**config.mk**
```make
export PLATFORM = sky130hd
export DESIGN_NAME = qrp_isqrt
export DESIGN_NICKNAME = d
export VERILOG_FILES = /design/src/rtl/qrp_pkg.sv /design/src/rtl/qrp_isqrt.sv
export SDC_FILE = /design/constraint.sdc
export NUM_CORES = 2
export LEC_CHECK = 0
export ABC_AREA = 0
export BUFFER_PORTS_ARGS = -buffer_cell sky130_fd_sc_hd__buf_2
export CAP_MARGIN = 20
export CORE_UTILIZATION = 55
export DETAILED_ROUTE_END_ITERATION = 7
export PLACE_DENSITY = 0.8
export SYNTH_ARGS = -nofsm -noshare
export SYNTH_HDL_FRONTEND = slang
export SYNTH_SLANG_ARGS = --single-unit
```
**constraint.sdc**
```tcl
create_clock -name i_clk -period 6.9 [get_ports i_clk]
set_input_delay 0.345 -clock i_clk [delete_from_list [all_inputs] [get_ports i_clk]]
set_output_delay 0.345 -clock i_clk [all_outputs]
set_load 0.02 [all_outputs]
```
**src/rtl/qrp_pkg.sv**
```systemverilog
package qrp_pkg;

    localparam int QW          = 16;
    localparam int PROD_W      = 32;
    localparam int SUM_W       = 34;
    localparam int S_W         = 32;
    localparam int RAD_W       = 61;
    localparam int ROOT_W      = 31;
    localparam int ISQ_STEPS   = 31;
    localparam int CORDIC_STEPS = 25;
    localparam int XW          = 38;
    localparam int ZW          = 28;
    localparam int ROLL_W      = 16;
    localparam int PITCH_W     = 15;
    localparam int FRONT_STAGES = 3;
    localparam int PIPE_LATENCY = FRONT_STAGES + ISQ_STEPS + CORDIC_STEPS + 2;

    localparam logic signed [ZW-1:0] HALF_PI_Q24 = 28'sd26353589;
    localparam logic signed [SUM_W-1:0] ONE_Q30 = 34'sd1073741824;
    localparam logic signed [17:0] ROLL_LIMIT  = 18'sd25736;
    localparam logic signed [17:0] PITCH_LIMIT = 18'sd12868;

    localparam logic signed [ZW-1:0] ATAN_TAB [CORDIC_STEPS] = '{
        28'sd13176795, 28'sd7778716, 28'sd4110060, 28'sd2086331, 28'sd1047214,
        28'sd524117, 28'sd262123, 28'sd131069, 28'sd65536, 28'sd32768,
        28'sd16384, 28'sd8192, 28'sd4096, 28'sd2048, 28'sd1024, 28'sd512,
        28'sd256, 28'sd128, 28'sd64, 28'sd32, 28'sd16, 28'sd8, 28'sd4,
        28'sd2, 28'sd1
    };

    // negate a q.24 angle, round half up to q3.13, clamp to +-limit
    function automatic logic signed [17:0] neg_round_clamp(
        input logic signed [ZW-1:0] a,
        input logic signed [17:0]   limit
    );
        logic signed [ZW:0] t;
        logic signed [17:0] r;
        t = -(ZW+1)'(a) + (ZW+1)'(1024);
        r = 18'(t >>> 11);
        if (r > limit) r = limit;
        if (r < -limit) r = -limit;
        return r;
    endfunction

endpackage

```
**src/rtl/qrp_isqrt.sv**
```systemverilog
module qrp_isqrt import qrp_pkg::*; (
    input  logic                   i_clk,
    input  logic                   i_rst_n,
    input  logic                   i_valid,
    input  logic [RAD_W-1:0]       i_rad,
    input  logic signed [S_W-1:0]  i_tag,
    output logic                   o_valid,
    output logic [ROOT_W-1:0]      o_root,
    output logic signed [S_W-1:0]  o_tag
);
    logic                  r_vld  [ISQ_STEPS];
    logic [RAD_W-1:0]      r_rem  [ISQ_STEPS];
    logic [ROOT_W-1:0]     r_root [ISQ_STEPS];
    logic signed [S_W-1:0] r_tag  [ISQ_STEPS];

    for (genvar g = 0; g < ISQ_STEPS; g++) begin : g_step
        localparam int K = ISQ_STEPS - 1 - g;
        logic                  vin;
        logic [RAD_W-1:0]      rem_in;
        logic [ROOT_W-1:0]     root_in;
        logic signed [S_W-1:0] tag_in;
        logic [RAD_W:0]        delta;
        logic [RAD_W-1:0]      n_rem;
        logic [ROOT_W-1:0]     n_root;

        if (g == 0) begin : g_first
            assign vin = i_valid;
            assign rem_in = i_rad;
            assign root_in = '0;
            assign tag_in = i_tag;
        end else begin : g_next
            assign vin = r_vld[g-1];
            assign rem_in = r_rem[g-1];
            assign root_in = r_root[g-1];
            assign tag_in = r_tag[g-1];
        end

        // trial bit: (2r + 2^k) * 2^k against the remainder
        always_comb begin
            delta = ((RAD_W+1)'(root_in) << (K+1)) + ((RAD_W+1)'(1) << (2*K));
            if ({1'b0, rem_in} >= delta) begin
                n_rem  = RAD_W'({1'b0, rem_in} - delta);
                n_root = root_in | (ROOT_W'(1) << K);
            end else begin
                n_rem  = rem_in;
                n_root = root_in;
            end
        end

        always_ff @(posedge i_clk) begin
            if (!i_rst_n) begin
                r_vld[g] <= 1'b0;
            end else begin
                r_vld[g] <= vin;
            end
        end

        always_ff @(posedge i_clk) begin
            r_rem[g]  <= n_rem;
            r_root[g] <= n_root;
            r_tag[g]  <= tag_in;
        end
    end

    assign o_valid = r_vld[ISQ_STEPS-1];
    assign o_root  = r_root[ISQ_STEPS-1];
    assign o_tag   = r_tag[ISQ_STEPS-1];
endmodule

```
==> metrics.txt <==
Die W=447 µm; Fin Setup TNS=0 ps; crit start category=register; nets=10,900; Post-synth top cells=dfxtp_1 (3,349), nor2_1 (683), a21oi_1 (634), inv_1 (634), ha_1 (523); Slew Viols, Final=0; reg2reg path depth=11; ranking of synthesized cells by area=dfxtp_1 (62%), ha_1 (6.0%), xnor2_1 (3.8%), a21oi_1 (2.9%), xor2_1 (2.6%); total number of vias=72,200; RD Place Congestion=0.992; synth unique cells=91; die area=200,000 µm²; final setup violating endpoints=0; Max VDD drop=0.320 mV; final WL=264 mm; leak pwr=55.9 nW; most area-hungry cell type in the Yosys netlist=dfxtp_1; Hold Crit Class=input port to register; Core ar.=196,000 µm²; Clock Path Buffers=4; layout cell share with drive strength beyond 1=0.0852; post-synthesis async set-or-reset flop share=0; Reg2Reg Capture Point=r_rem[3][113]$_DFF_P_; syn_nets=10,500; Setup crit end kind=register; antenna violations before repair=13; CTS root buf=clkbuf_16; WP data arrival=5680 ps; Worst Path Required=7630 ps; DRC viols=0; Pre-antenna DRT Iters=7; post-detail-place hpwl=191 mm; CP max FO=47; post-route cell area=124,000 µm²; category of the critical setup timing path=register to register; hold worst-path end=r_rem[0][37]$_DFF_P_; placed insts=12,500; period utilisation layout=0.716; die height=447 µm; initial DRC count=4,556; Placed Area=112,000 µm²; CTS tree=done; sequential share of the synthesized area=0.616; Avg WL per Cell=20.0 µm; Mapped Avg Cell Area=11.0 µm²; Worst-path clk slew=60 ps; drt via density=5.47; Multi-input gate area=38,700 µm²; number of flops mapped to enable cells by yosys=0; predominant post-synthesis flop cell=dfxtp_1; final cell count without fillers=13,200; outcome=complete, no violations; FILL cells=14,600; Max Freq=0.202 GHz; hold_ws=39.4 ps; Max-Cap Viols=0; number of CTS-inserted buffers=331; Period minus WS final=4940 ps; I/O pin count=160; power per cell area=434 nW/µm²; Worst Min Path Start=i_rad[37]; grt total ovfl=0; Row Count=162; top cell type's share of synthesized area=0.616; setup ws final=1960 ps; R2R setup slack=1960 ps; pre-CTS setup slack=2010 ps; count leader, synth=dfxtp_1; vias in the first global route=73,700; Hold Path Cell Cnt=2; endpoints failing hold=0; CP Launch Point=r_root[1][276]$_DFF_P_; R2R Path Start=r_root[1][276]$_DFF_P_; Synth warnings=0; Clock Latency Late Sink=940 ps; post-route ant nets=0; largest net degree at the start of global routing=64; storage element area=67,000 µm²; input/output buffers=159; synthesized area=109,000 µm²; flops & latches, synth=3,349; Layout Area Growth over Synthesis=14.4%; first-pass GRT wire length=406 mm; RSZ-0062 raised after global routing=no; total track usage=0.260; clock sinks=3,349; Initial Utilization=0.556; worst slew pin tran=1180 ps; Final Skew=89.8 ps; Slew HR=0.209; Mapped Cells=9,869; post-CTS setup repair buffer count=0; CTS HTree Levels=5
==> through the flow <==
step / utilization / power, mW
2_1_floorplan: - / 32.7
4_1_cts: 0.636 / 54.1
6_report: 0.636 / 54.0
3_5_place_dp: 0.575 / 36.1
5_1_grt: 0.636 / 56.5
3_3_place_gp: 0.574 / 35.8
==> worst max-delay path, stage by stage, from the launching register on <==
cell,delay (ps)
dfxtp_1,360
inv_1,60
ha_1,390
nand3_1,180
nor2_1,780
nand3_1,300
or4_1,750
nand3_1,210
or2_2,750
o2111ai_1,300
a2111oi_0,590
xor2_1,110
==> metal layers <==
layer / wire (µm) / GRT usage / part of all wire
met5: 39 / 0 / 0.00015
met4: 18100 / 0.168 / 0.068
met3: 13000 / 0.0441 / 0.049
met2: 135000 / 0.481 / 0.51
met1: 97900 / 0.268 / 0.37
==> layout by cell type (no fill, tap or decap), types with 274 or more instances in the layout <==
cell | netlist | routed
dfxtp_1 | 3349 | 3349
nor2_1 | 683 | 683
inv_1 | 634 | 634
a21oi_1 | 634 | 634
ha_1 | 523 | 523
xnor2_1 | 468 | 468
nand2_1 | 464 | 464
clkbuf_16 | 0 | 337
xor2_1 | 328 | 328
o21ai_0 | 311 | 311
nor4_1 | 278 | 274
==> state kept, by name, indices dropped and copies added (netlist names) <==
register and count:
r_vld 31, r_root 496, r_rem 1830, r_tag 992
==> cell type report <==
class	instances	area share
antenna	18	0.000362
inverter	635	0.0192
clock inverter	130	0.0120
tap	2624	0.0264
clock buffer	445	0.0755
timing repair buffer	294	0.0169
multi-input combinational	5705	0.311
sequential	3349	0.539
==> power by group <==
part	switching [mW]	internal, mW	total (mW)
logic	5.96	4.69	10.6
clock network	7.34	10.5	17.9
registers	2.79	22.7	25.5
total	16.1	37.9	54.0
==> kinds of logic (layout without fill, tap and decap cells) <==
family,Yosys count,in the layout,synth area share
flops,3349,3349,0.616
other cells,1,19,0.0000345
mux,103,103,0.0106
xor+xnor,796,796,0.0641
compound gates,1657,1657,0.0948
simple gates,2624,2624,0.125
buf+inv,815,1504,0.0285
fa+ha+maj,524,524,0.0603
==> timing repair <==
item                       CTS  global route
resized for setup            0             0
hold endpoints to repair   124             0
setup endpoints to repair    0             0
hold buffers               106             0
==> worst max path at each step <==
stage	to	slack, ps	cells after the start
6_report	r_rem[3][113]$_DFF_P_	1960	11
5_1_grt	r_rem[3][113]$_DFF_P_	1750	11
4_1_cts	r_rem[3][113]$_DFF_P_	1980	11
3_5_place_dp	r_rem[3][113]$_DFF_P_	2010	11
3_3_place_gp	r_rem[3][239]$_DFF_P_	1440	11
2_1_floorplan	r_rem[1][409]$_DFF_P_	3500	10
(Power assumes the default switching activity.)
